### config.mk
export PLATFORM = sky130hd
export DESIGN_NAME = bracket_quote_comment_checker_unit_flat
export DESIGN_NICKNAME = d
export VERILOG_FILES = /design/src/hdl/bqcc_pkg.sv /design/src/hdl/bqcc_in_if.sv /design/src/hdl/bqcc_out_if.sv /design/src/hdl/bqcc_stack.sv /design/src/hdl/bqcc_scan.sv /design/src/hdl/bracket_quote_comment_checker_unit.sv /design/src/flat_wrapper.sv
export SDC_FILE = /design/constraint.sdc
export NUM_CORES = 1
export LEC_CHECK = 0
export BUFFER_PORTS_ARGS = -buffer_cell sky130_fd_sc_hd__clkbuf_2
export CAP_MARGIN = 20
export CORE_ASPECT_RATIO = 1.4
export CORE_MARGIN = 5
export CORE_UTILIZATION = 50
export CTS_CLUSTER_DIAMETER = 40
export DETAILED_ROUTE_END_ITERATION = 10
export GPL_TIMING_DRIVEN = 1
export MAX_ROUTING_LAYER = met4
export PLACE_DENSITY = 0.65
export SETUP_SLACK_MARGIN = 0.3
export SLEW_MARGIN = 5
export SYNTH_ARGS = -nofsm -noshare
export SYNTH_HDL_FRONTEND = slang
export SYNTH_SLANG_ARGS = --single-unit
### constraint.sdc
create_clock -name i_clk -period 19 [get_ports i_clk]
set_input_delay 1.9 -clock i_clk [delete_from_list [all_inputs] [get_ports i_clk]]
set_output_delay 1.9 -clock i_clk [all_outputs]
set_load 0.02 [all_outputs]
### src/hdl/bqcc_pkg.sv
// bqcc_pkg: types, character codes and helper functions for the bracket checker
// no dependencies; imported by the stack, scanner and top-level modules
`timescale 1ns / 1ps
`default_nettype none

package bqcc_pkg;

    // scanner mode
    typedef enum logic [1:0] {
        MODE_NORMAL  = 2'd0,
        MODE_QUOTE   = 2'd1,
        MODE_COMMENT = 2'd2
    } t_mode;

    // result status codes
    typedef enum logic [2:0] {
        ST_OK          = 3'd0,
        ST_MISMATCH    = 3'd1,
        ST_EMPTY_CLOSE = 3'd2,
        ST_OVERFLOW    = 3'd3,
        ST_UNCLOSED    = 3'd4
    } t_status;

    // bracket kind as kept on the stack
    typedef logic [1:0] t_code;
    localparam t_code CODE_PAREN   = 2'd0;
    localparam t_code CODE_BRACE   = 2'd1;
    localparam t_code CODE_BRACKET = 2'd2;

    localparam logic [7:0] CH_LPAREN  = 8'h28;
    localparam logic [7:0] CH_RPAREN  = 8'h29;
    localparam logic [7:0] CH_LBRACE  = 8'h7B;
    localparam logic [7:0] CH_RBRACE  = 8'h7D;
    localparam logic [7:0] CH_LBRACK  = 8'h5B;
    localparam logic [7:0] CH_RBRACK  = 8'h5D;
    localparam logic [7:0] CH_SQUOTE  = 8'h27;
    localparam logic [7:0] CH_DQUOTE  = 8'h22;
    localparam logic [7:0] CH_BSLASH  = 8'h5C;
    localparam logic [7:0] CH_NEWLINE = 8'h0A;
    localparam logic [7:0] CH_SLASH   = 8'h2F;
    localparam logic [7:0] CH_STAR    = 8'h2A;
    localparam logic [7:0] CH_NONE    = 8'h00;

    localparam logic [15:0] LINE_MAX   = 16'hFFFF;
    localparam logic [15:0] LINE_FIRST = 16'd1;

    // push/pop request from the scanner to the stack
    typedef struct packed {
        logic  push;
        logic  pop;
        logic  clear;
        t_code code;
    } t_stack_cmd;

    // stack view seen by the scanner
    typedef struct packed {
        logic  empty;
        logic  full;
        logic  two_plus;
        t_code top;
        t_code below;
    } t_stack_stat;

    // one result item
    typedef struct packed {
        t_status     status;
        logic [15:0] line_no;
        logic [7:0]  open_char;
        logic [7:0]  close_char;
        logic        done_res;
    } t_result;

    function automatic logic [7:0] open_char_of(input t_code code);
        logic [7:0] c;
        case (code)
            CODE_BRACE:   c = CH_LBRACE;
            CODE_BRACKET: c = CH_LBRACK;
            default:      c = CH_LPAREN;
        endcase
        return c;
    endfunction

    // works for both openers and closers
    function automatic t_code code_of(input logic [7:0] c);
        t_code code;
        if (c == CH_LPAREN || c == CH_RPAREN) begin
            code = CODE_PAREN;
        end else if (c == CH_LBRACE || c == CH_RBRACE) begin
            code = CODE_BRACE;
        end else begin
            code = CODE_BRACKET;
        end
        return code;
    endfunction

endpackage

`default_nettype wire

### src/hdl/bqcc_in_if.sv
// bqcc_in_if: input channel, one text character per transfer
// no dependencies
`timescale 1ns / 1ps
`default_nettype none

interface bqcc_in_if;
    logic       valid;
    logic       ready;
    logic [7:0] ch;
    logic       last;

    modport source (output valid, output ch, output last, input ready);
    modport sink (input valid, input ch, input last, output ready);
endinterface

`default_nettype wire

### src/hdl/bqcc_out_if.sv
// bqcc_out_if: result channel, one verdict or running status per transfer
// no dependencies
`timescale 1ns / 1ps
`default_nettype none

interface bqcc_out_if;
    logic        valid;
    logic        ready;
    logic [2:0]  status;
    logic [15:0] line_no;
    logic [7:0]  open_char;
    logic [7:0]  close_char;
    logic        done_res;

    modport source (
        output valid, output status, output line_no, output open_char,
        output close_char, output done_res, input ready
    );
    modport sink (
        input valid, input status, input line_no, input open_char,
        input close_char, input done_res, output ready
    );
endinterface

`default_nettype wire

### src/hdl/bqcc_stack.sv
// bqcc_stack: bracket stack with top and next-below cached in registers
// depends on bqcc_pkg; the body of the stack lives in a memory with registered read
`timescale 1ns / 1ps
`default_nettype none

module bqcc_stack #(
    parameter int STACK_DEPTH = 256
) (
    input  wire logic               i_clk,
    input  wire logic               i_rst_n,
    input  wire bqcc_pkg::t_stack_cmd i_cmd,
    output bqcc_pkg::t_stack_stat   o_stat
);
    import bqcc_pkg::*;

    localparam int AW = $clog2(STACK_DEPTH);
    localparam int DW = $clog2(STACK_DEPTH + 1);

    t_code          mem [STACK_DEPTH];
    logic [DW-1:0]  r_depth;
    logic [DW-1:0]  n_depth;
    logic [DW-1:0]  rd_sum;
    logic [AW-1:0]  rd_addr;
    logic [AW-1:0]  wr_addr;
    t_code          r_top;
    t_code          n_top;
    t_code          r_below;
    t_code          n_below;
    t_code          r_rd;

    always_comb begin
        n_depth = r_depth;
        n_top   = r_top;
        n_below = r_below;
        if (i_cmd.clear) begin
            n_depth = '0;
        end else if (i_cmd.push) begin
            n_depth = r_depth + DW'(1);
            n_top   = i_cmd.code;
            n_below = r_top;
        end else if (i_cmd.pop) begin
            n_depth = r_depth - DW'(1);
            n_top   = r_below;
            n_below = r_rd;
        end
    end

    // prefetch the entry two under the new top, for a pop on the next transfer
    assign rd_sum  = n_depth - DW'(3);
    assign rd_addr = rd_sum[AW-1:0];
    assign wr_addr = r_depth[AW-1:0];

    always_ff @(posedge i_clk) begin
        if (i_cmd.push && !i_cmd.clear) begin
            mem[wr_addr] <= i_cmd.code;
        end
        r_rd <= mem[rd_addr];
    end

    always_ff @(posedge i_clk) begin
        if (!i_rst_n) begin
            r_depth <= '0;
        end else begin
            r_depth <= n_depth;
        end
    end

    always_ff @(posedge i_clk) begin
        r_top   <= n_top;
        r_below <= n_below;
    end

    assign o_stat.empty    = (r_depth == '0);
    assign o_stat.full     = (r_depth == DW'(STACK_DEPTH));
    assign o_stat.two_plus = (r_depth >= DW'(2));
    assign o_stat.top      = r_top;
    assign o_stat.below    = r_below;

endmodule

`default_nettype wire

### src/hdl/bqcc_scan.sv
// bqcc_scan: character scanner, line counter and sticky error record
// depends on bqcc_pkg; drives push/pop requests into bqcc_stack
`timescale 1ns / 1ps
`default_nettype none

module bqcc_scan (
    input  wire logic                  i_clk,
    input  wire logic                  i_rst_n,
    input  wire logic                  i_accept,
    input  wire logic [7:0]            i_ch,
    input  wire logic                  i_last,
    input  wire bqcc_pkg::t_stack_stat i_stat,
    output bqcc_pkg::t_stack_cmd       o_cmd,
    output bqcc_pkg::t_result          o_result
);
    import bqcc_pkg::*;

    t_mode       r_mode, n_mode;
    logic        r_qkind, n_qkind;
    logic        r_bslash, n_bslash;
    logic        r_slash, n_slash;
    logic        r_star, n_star;
    logic [15:0] r_line, n_line;
    t_status     r_err_status, n_err_status;
    logic [15:0] r_err_line, n_err_line;
    logic [7:0]  r_err_open, n_err_open;
    logic [7:0]  r_err_close, n_err_close;

    logic        is_opener, is_closer, is_quote;
    logic        scan_en;
    logic        raise;
    t_status     raise_status;
    logic [7:0]  raise_open, raise_close;
    t_stack_cmd  cmd;
    logic        post_nonempty;
    t_code       post_top;
    logic [7:0]  quote_ch;

    assign is_opener = (i_ch == CH_LPAREN) || (i_ch == CH_LBRACE) || (i_ch == CH_LBRACK);
    assign is_closer = (i_ch == CH_RPAREN) || (i_ch == CH_RBRACE) || (i_ch == CH_RBRACK);
    assign is_quote  = (i_ch == CH_SQUOTE) || (i_ch == CH_DQUOTE);
    assign scan_en   = (r_err_status == ST_OK);
    assign quote_ch  = r_qkind ? CH_DQUOTE : CH_SQUOTE;

    // mode next state
    always_comb begin
        n_mode   = r_mode;
        n_qkind  = r_qkind;
        n_bslash = r_bslash;
        n_slash  = r_slash;
        n_star   = r_star;
        if (scan_en) begin
            case (r_mode)
                MODE_NORMAL: begin
                    n_slash = 1'b0;
                    if (is_opener || is_closer) begin
                        n_mode = MODE_NORMAL;
                    end else if (is_quote) begin
                        n_mode   = MODE_QUOTE;
                        n_qkind  = (i_ch == CH_DQUOTE);
                        n_bslash = 1'b0;
                    end else if (i_ch == CH_STAR && r_slash) begin
                        n_mode = MODE_COMMENT;
                        n_star = 1'b0;
                    end else if (i_ch == CH_SLASH) begin
                        n_slash = 1'b1;
                    end
                end
                MODE_QUOTE: begin
                    if (r_bslash) begin
                        n_bslash = 1'b0;
                    end else if (i_ch == CH_BSLASH) begin
                        n_bslash = 1'b1;
                    end else if (i_ch == quote_ch) begin
                        n_mode = MODE_NORMAL;
                    end
                end
                MODE_COMMENT: begin
                    if (i_ch == CH_SLASH && r_star) begin
                        n_mode = MODE_NORMAL;
                        n_star = 1'b0;
                    end else begin
                        n_star = (i_ch == CH_STAR);
                    end
                end
                default: begin
                    n_mode = MODE_NORMAL;
                end
            endcase
        end
        // end of text returns the scanner to its reset state
        if (i_last) begin
            n_mode   = MODE_NORMAL;
            n_qkind  = 1'b0;
            n_bslash = 1'b0;
            n_slash  = 1'b0;
            n_star   = 1'b0;
        end
    end

    // stack requests, errors, result
    always_comb begin
        n_line = (i_ch == CH_NEWLINE && r_line != LINE_MAX) ? r_line + 16'd1 : r_line;

        cmd          = '0;
        cmd.code     = code_of(i_ch);
        raise        = 1'b0;
        raise_status = ST_OK;
        raise_open   = CH_NONE;
        raise_close  = CH_NONE;

        if (scan_en && r_mode == MODE_NORMAL) begin
            if (is_opener) begin
                if (i_stat.full) begin
                    raise        = 1'b1;
                    raise_status = ST_OVERFLOW;
                    raise_open   = i_ch;
                end else begin
                    cmd.push = 1'b1;
                end
            end else if (is_closer) begin
                if (i_stat.empty) begin
                    raise        = 1'b1;
                    raise_status = ST_EMPTY_CLOSE;
                    raise_close  = i_ch;
                end else if (i_stat.top == cmd.code) begin
                    cmd.pop = 1'b1;
                end else begin
                    raise        = 1'b1;
                    raise_status = ST_MISMATCH;
                    raise_open   = open_char_of(i_stat.top);
                    raise_close  = i_ch;
                end
            end
        end

        // unclosed check on the final character, against the stack after this step
        post_nonempty = cmd.push || (cmd.pop ? i_stat.two_plus : !i_stat.empty);
        post_top      = cmd.push ? cmd.code : (cmd.pop ? i_stat.below : i_stat.top);
        if (i_last && scan_en && !raise) begin
            if (post_nonempty) begin
                raise        = 1'b1;
                raise_status = ST_UNCLOSED;
                raise_open   = open_char_of(post_top);
            end else if (n_mode_pre_is(MODE_QUOTE)) begin
                raise        = 1'b1;
                raise_status = ST_UNCLOSED;
                raise_open   = qkind_pre() ? CH_DQUOTE : CH_SQUOTE;
            end else if (n_mode_pre_is(MODE_COMMENT)) begin
                raise        = 1'b1;
                raise_status = ST_UNCLOSED;
                raise_open   = CH_SLASH;
            end
        end

        n_err_status = r_err_status;
        n_err_line   = r_err_line;
        n_err_open   = r_err_open;
        n_err_close  = r_err_close;
        if (raise) begin
            n_err_status = raise_status;
            n_err_line   = n_line;
            n_err_open   = raise_open;
            n_err_close  = raise_close;
        end

        if (n_err_status != ST_OK) begin
            o_result.status     = n_err_status;
            o_result.line_no    = n_err_line;
            o_result.open_char  = n_err_open;
            o_result.close_char = n_err_close;
        end else begin
            o_result.status     = ST_OK;
            o_result.line_no    = n_line;
            o_result.open_char  = CH_NONE;
            o_result.close_char = CH_NONE;
        end
        o_result.done_res = i_last;

        if (i_last) begin
            cmd.clear    = 1'b1;
            n_line       = LINE_FIRST;
            n_err_status = ST_OK;
            n_err_line   = '0;
            n_err_open   = CH_NONE;
            n_err_close  = CH_NONE;
        end
    end

    // mode and quote kind after this character, before the end-of-text clear
    function automatic logic n_mode_pre_is(input t_mode m);
        logic hit;
        hit = 1'b0;
        case (r_mode)
            MODE_NORMAL: begin
                if (is_quote && !is_opener && !is_closer) begin
                    hit = (m == MODE_QUOTE);
                end else if (i_ch == CH_STAR && r_slash) begin
                    hit = (m == MODE_COMMENT);
                end else begin
                    hit = (m == MODE_NORMAL);
                end
            end
            MODE_QUOTE: begin
                if (!r_bslash && i_ch != CH_BSLASH && i_ch == quote_ch) begin
                    hit = (m == MODE_NORMAL);
                end else begin
                    hit = (m == MODE_QUOTE);
                end
            end
            MODE_COMMENT: begin
                if (i_ch == CH_SLASH && r_star) begin
                    hit = (m == MODE_NORMAL);
                end else begin
                    hit = (m == MODE_COMMENT);
                end
            end
            default: begin
                hit = (m == MODE_NORMAL);
            end
        endcase
        return hit;
    endfunction

    function automatic logic qkind_pre();
        logic q;
        q = r_qkind;
        if (r_mode == MODE_NORMAL && is_quote) begin
            q = (i_ch == CH_DQUOTE);
        end
        return q;
    endfunction

    assign o_cmd.push  = cmd.push && i_accept;
    assign o_cmd.pop   = cmd.pop && i_accept;
    assign o_cmd.clear = cmd.clear && i_accept;
    assign o_cmd.code  = cmd.code;

    always_ff @(posedge i_clk) begin
        if (!i_rst_n) begin
            r_mode       <= MODE_NORMAL;
            r_qkind      <= 1'b0;
            r_bslash     <= 1'b0;
            r_slash      <= 1'b0;
            r_star       <= 1'b0;
            r_line       <= LINE_FIRST;
            r_err_status <= ST_OK;
            r_err_line   <= '0;
            r_err_open   <= CH_NONE;
            r_err_close  <= CH_NONE;
        end else if (i_accept) begin
            r_mode       <= n_mode;
            r_qkind      <= n_qkind;
            r_bslash     <= n_bslash;
            r_slash      <= n_slash;
            r_star       <= n_star;
            r_line       <= n_line;
            r_err_status <= n_err_status;
            r_err_line   <= n_err_line;
            r_err_open   <= n_err_open;
            r_err_close  <= n_err_close;
        end
    end

endmodule

`default_nettype wire

### src/hdl/bracket_quote_comment_checker_unit.sv
// the result of each accepted character is captured in the output register
// throughput: 1 character per cycle unless the output stalls; the stack keeps its top two
// in registers, prefetching the third every cycle from a one-write, one-read-port memory
// reset: synchronous active-low i_rst_n clears mode, line count, error record,
// stack depth and output valid; stack memory contents are not cleared
`timescale 1ns / 1ps
`default_nettype none

module bracket_quote_comment_checker_unit #(
    parameter int STACK_DEPTH = 256
) (
    input  wire logic    i_clk,
    input  wire logic    i_rst_n,
    bqcc_in_if.sink      i_in,
    bqcc_out_if.source   o_out
);
    import bqcc_pkg::*;

    // handshake
    logic        accept;
    logic        r_out_valid;
    t_result     r_out;

    // scanner to stack and back
    t_stack_cmd  stack_cmd;
    t_stack_stat stack_stat;
    t_result     scan_result;

    // output register frees itself when the sink takes the transfer
    assign i_in.ready = !r_out_valid || o_out.ready;
    assign accept     = i_in.valid && i_in.ready;

    // bracket stack: depth counter, cached top/below, memory body
    bqcc_stack #(
        .STACK_DEPTH (STACK_DEPTH)
    ) u_stack (
        .i_clk   (i_clk),
        .i_rst_n (i_rst_n),
        .i_cmd   (stack_cmd),
        .o_stat  (stack_stat)
    );

    // per-character scan, line count and sticky error
    bqcc_scan u_scan (
        .i_clk    (i_clk),
        .i_rst_n  (i_rst_n),
        .i_accept (accept),
        .i_ch     (i_in.ch),
        .i_last   (i_in.last),
        .i_stat   (stack_stat),
        .o_cmd    (stack_cmd),
        .o_result (scan_result)
    );

    // result register, payload without reset
    always_ff @(posedge i_clk) begin
        if (!i_rst_n) begin
            r_out_valid <= 1'b0;
        end else if (accept) begin
            r_out_valid <= 1'b1;
        end else if (o_out.ready) begin
            r_out_valid <= 1'b0;
        end
    end

    always_ff @(posedge i_clk) begin
        if (accept) begin
            r_out <= scan_result;
        end
    end

    assign o_out.valid      = r_out_valid;
    assign o_out.status     = r_out.status;
    assign o_out.line_no    = r_out.line_no;
    assign o_out.open_char  = r_out.open_char;
    assign o_out.close_char = r_out.close_char;
    assign o_out.done_res   = r_out.done_res;

endmodule

`default_nettype wire

### src/flat_wrapper.sv
// flat-port wrapper written by rule: the top's interface ports become plain ports
module bracket_quote_comment_checker_unit_flat import bqcc_pkg::*;
#(
    parameter int STACK_DEPTH = 256
)
  (i_clk, i_rst_n, i_in_valid, i_in_ch, i_in_last, i_in_ready, o_out_valid, o_out_status, o_out_line_no, o_out_open_char, o_out_close_char, o_out_done_res, o_out_ready);
  bqcc_in_if i_in_i ();
  bqcc_out_if o_out_i ();
  input  wire logic i_clk;
  input  wire logic i_rst_n;
  input wire logic [$bits(i_in_i.valid)-1:0] i_in_valid;
  input wire logic [$bits(i_in_i.ch)-1:0] i_in_ch;
  input wire logic [$bits(i_in_i.last)-1:0] i_in_last;
  output wire logic [$bits(i_in_i.ready)-1:0] i_in_ready;
  output wire logic [$bits(o_out_i.valid)-1:0] o_out_valid;
  output wire logic [$bits(o_out_i.status)-1:0] o_out_status;
  output wire logic [$bits(o_out_i.line_no)-1:0] o_out_line_no;
  output wire logic [$bits(o_out_i.open_char)-1:0] o_out_open_char;
  output wire logic [$bits(o_out_i.close_char)-1:0] o_out_close_char;
  output wire logic [$bits(o_out_i.done_res)-1:0] o_out_done_res;
  input wire logic [$bits(o_out_i.ready)-1:0] o_out_ready;
  assign i_in_i.valid = i_in_valid;
  assign i_in_i.ch = i_in_ch;
  assign i_in_i.last = i_in_last;
  assign i_in_ready = i_in_i.ready;
  assign o_out_valid = o_out_i.valid;
  assign o_out_status = o_out_i.status;
  assign o_out_line_no = o_out_i.line_no;
  assign o_out_open_char = o_out_i.open_char;
  assign o_out_close_char = o_out_i.close_char;
  assign o_out_done_res = o_out_i.done_res;
  assign o_out_i.ready = o_out_ready;
  bracket_quote_comment_checker_unit #(.STACK_DEPTH(STACK_DEPTH)) u_core (.i_clk(i_clk), .i_rst_n(i_rst_n), .i_in(i_in_i), .o_out(o_out_i));
endmodule
==> impl_metrics.toml <==
[run]
max_cap_violations = 0

[yosys]
syn_nets = 1823
syn_inst = 1801
ys_warn_count = 0
synth_edf_count = 552
async_reset_ff_frac = 0
syn_area_um2 = 26700
yosys.area.top_type = "edfxtp_1"
synth_area_leaders = "edfxtp_1 (62%), mux4_2 (11%), nor2_1 (5.3%), dfxtp_1 (5.2%), mux2i_1 (2.4%)"
synth_cell_types = 85
ys_ff_latch = 621
synth.avg_cell_area_um2 = 14.8
synth-seq-area-share = 0.672
ys.flop_type = "edfxtp_1"
synth_top_cell_area_share = 0.620
synth_commonest_cells = "edfxtp_1 (552), nor2_1 (378), mux4_2 (125)"
yosysMostFrequentCell = "edfxtp_1"

[sta]
maxSlewViolCount = 0
finalHoldViolations = 0
worstMarginPinSlew_ns = 1.12
period_share = 0.429
fin_tns_setup_ns = 0
slew_headroom = 0.251
rsz0062_at_grt = "false"
period_minus_slack_ns = 8.15
max_freq_ghz = 0.123
fin_skew_ns = 0.0116
setup_viol = 0
fin_hold_ws_ns = 0.461

[floorplan]
start_util = 0.504
die_height_um = 284
rows = 100
die-area_um2 = 58300
core_area_um2 = 53100
ios = 51
die_w_um = 205

[clock_network]
h-tree-depth = 2
cts.repair.resized = 0
clockRootBuffer = "clkbuf_16"
cts_hold_buf = 0
numClockSinks = 621
cts_tree = "done"
clk_latency_ns = 0.61
post_cts_buffers = 0
cts_max_path_buffers = 3
clk_pin_slew_ns = 0.07
cts-buffers-inserted = 60

[drt]
drc = 0
avgViaCountPerCell = 6.04
drt-initial-drc-count = 1447
drt_pass1_iterations = 5
wire_per_inst_um = 24.6
ant_nets = 0
vias = 15700
finalWirelength_um = 64000

[final_layout]
area_delta_synth_final_pct = 10.9
antenna_cells = 0
drive_above_1_share = 0.187
nNetsFinal = 1862
final_area_um2 = 29700
finalNonFillerCells = 2603
final_core_util = 0.559

[power]
p_sw_uw = 559
seq_power_share = 0.546
power_density_nw_per_um2 = 91.0
vdd_drop_max_uv = 80.5
combPwrFrac = 0.017
clkPwrFrac = 0.438
total_leakage_power_nw = 10.1
p_int_mw = 2.14
p_sw_frac = 0.207

[global_routing]
overflow = 0
busiest_layer = "met2"
antenna_found_initial = 0
use_met1 = 0.269
grt_pass1_vias = 16400
grtUsageMet2 = 0.392
grt_use_total = 0.226
grt_pass1_wl_um = 98000
grt_max_degree = 259
met3_usage = 0.0265

[setup_path]
critical_path_arrival_ns = 8.66
path_class = "input port to flop"
cpPeakStageDelay_ns = 0.85
cp_slowest_cell = "o211a_4"
crit_required_ns = 19.50
crit_top_cell = "buf_4"
worst-path-max-fanout = 51
endpoint_kind = "flop"
path_cells = "clkbuf_2 -> and4_1 -> and4b_4 -> mux2_4 -> and2_1 -> nor2_1 -> o211a_4 -> inv_2 -> ha_4 -> buf_4 -> buf_4 -> mux4_2 -> a22oi_1 -> a21oi_1 -> o21ai_0 -> o2111ai_1 -> and4bb_1"
start_kind = "input port"

[place]
place_area_um2 = 27700
numPortBuffers = 50
gp_congestion = 0.897
post-dp-hpwl_um = 39300
place_inst = 2492

[min_path]
hold_path_class = "flop to flop"

[status]
status = "finished, final reports clean"
## cell type report
class	count	area, µm²
Inverter	19	71.3
Fill cell	4211	23400
Multi-Input combinational cell	1048	8200
Tap cell	714	893
Clock inverter	35	342
Sequential cell	621	18000
Timing Repair Buffer	90	563
Clock buffer	76	1620
## metrics by stage
stage / worst slack (ns) / power, mW
2_1_floorplan: 7.64 / 1.53
3_3_place_gp: 10.27 / 1.55
3_5_place_dp: 10.21 / 1.55
4_1_cts: 10.85 / 2.72
5_1_grt: 10.43 / 2.78
6_report: 10.85 / 2.70
## cells by family after synthesis
group                    share of synthesized area
flip-flops                                   0.672
AND/OR/NAND/NOR                             0.0991
AO/OA/AOI/OAI                               0.0548
multiplexers                                 0.135
buffers and inverters                       0.0236
XOR/XNOR                                    0.0114
adder cells (fa/ha/maj)                    0.00421
## worst max-delay path, delay by kind of cell
| family | cells | cell delay (ns) |
|---|---|---|
| buf+inv | 4 | 1.71 |
| fa+ha+maj | 1 | 0.78 |
| simple gates | 5 | 1.65 |
| compound gates | 5 | 1.76 |
| mux | 2 | 0.77 |
## routing by layer
metal	part of all wire	wire length, µm	vias to the layer above
li1	-	-	6968
met1	0.37	23600	8000
met2	0.53	33800	604
met3	0.057	3630	163
met4	0.046	2980	0
met5	0	0	-
## cells in the final DEF, fill, tap and decap left out, drive strengths merged, types with 28 or more instances in the layout
| cell | n |
|---|---|
| nand2 | 77 |
| nand3 | 28 |
| o21ai | 29 |
| a22oi | 46 |
| clkbuf | 126 |
| a21oi | 62 |
| nor2 | 378 |
| edfxtp | 552 |
| buf | 40 |
| mux4 | 125 |
| dfxtp | 69 |
| mux2i | 63 |
| inv | 28 |
## registers in the layout, indices dropped and copies added, names as in the netlist, 3 cells and up
| signal | cells |
|---|---|
| u_core.u_stack.mem | 512 |
| u_core.o_out.line_no | 16 |
| u_core.u_scan.r_err_line | 16 |
| u_core.u_scan.r_line | 16 |
| u_core.u_stack.r_depth | 9 |
| u_core.o_out.close_char | 8 |
| u_core.o_out.open_char | 8 |
| u_core.u_scan.r_err_close | 8 |
| u_core.u_scan.r_err_open | 8 |
| u_core.o_out.status | 3 |
| u_core.u_scan.r_err_status | 3 |
## final timing paths
path,start,slack [ns],cells past startpoint,to
hold / removal,u_core.u_scan.r_err_close[0],0.46,2,u_core.u_scan.r_err_close[0]
setup / recovery,i_in_ch[0],10.85,17,u_core.u_stack.r_rd[0]
hold reg to reg,u_core.u_scan.r_err_close[0],0.46,2,u_core.u_scan.r_err_close[0]
setup reg to reg,u_core.u_stack.r_depth[0],11.93,18,u_core.u_stack.r_rd[0]
## power by group through the flow
stage | clock [mW] | combinational (mW) | sequential [mW]
6_report | 1.18 | 0.0449 | 1.47
5_1_grt | 1.26 | 0.0484 | 1.47
4_1_cts | 1.20 | 0.0452 | 1.47
3_5_place_dp | 0 | 0.0450 | 1.50
3_3_place_gp | 0 | 0.0445 | 1.50
2_1_floorplan | 0 | 0.0236 | 1.51
Note: power is estimated with default switching activity, not from simulation.
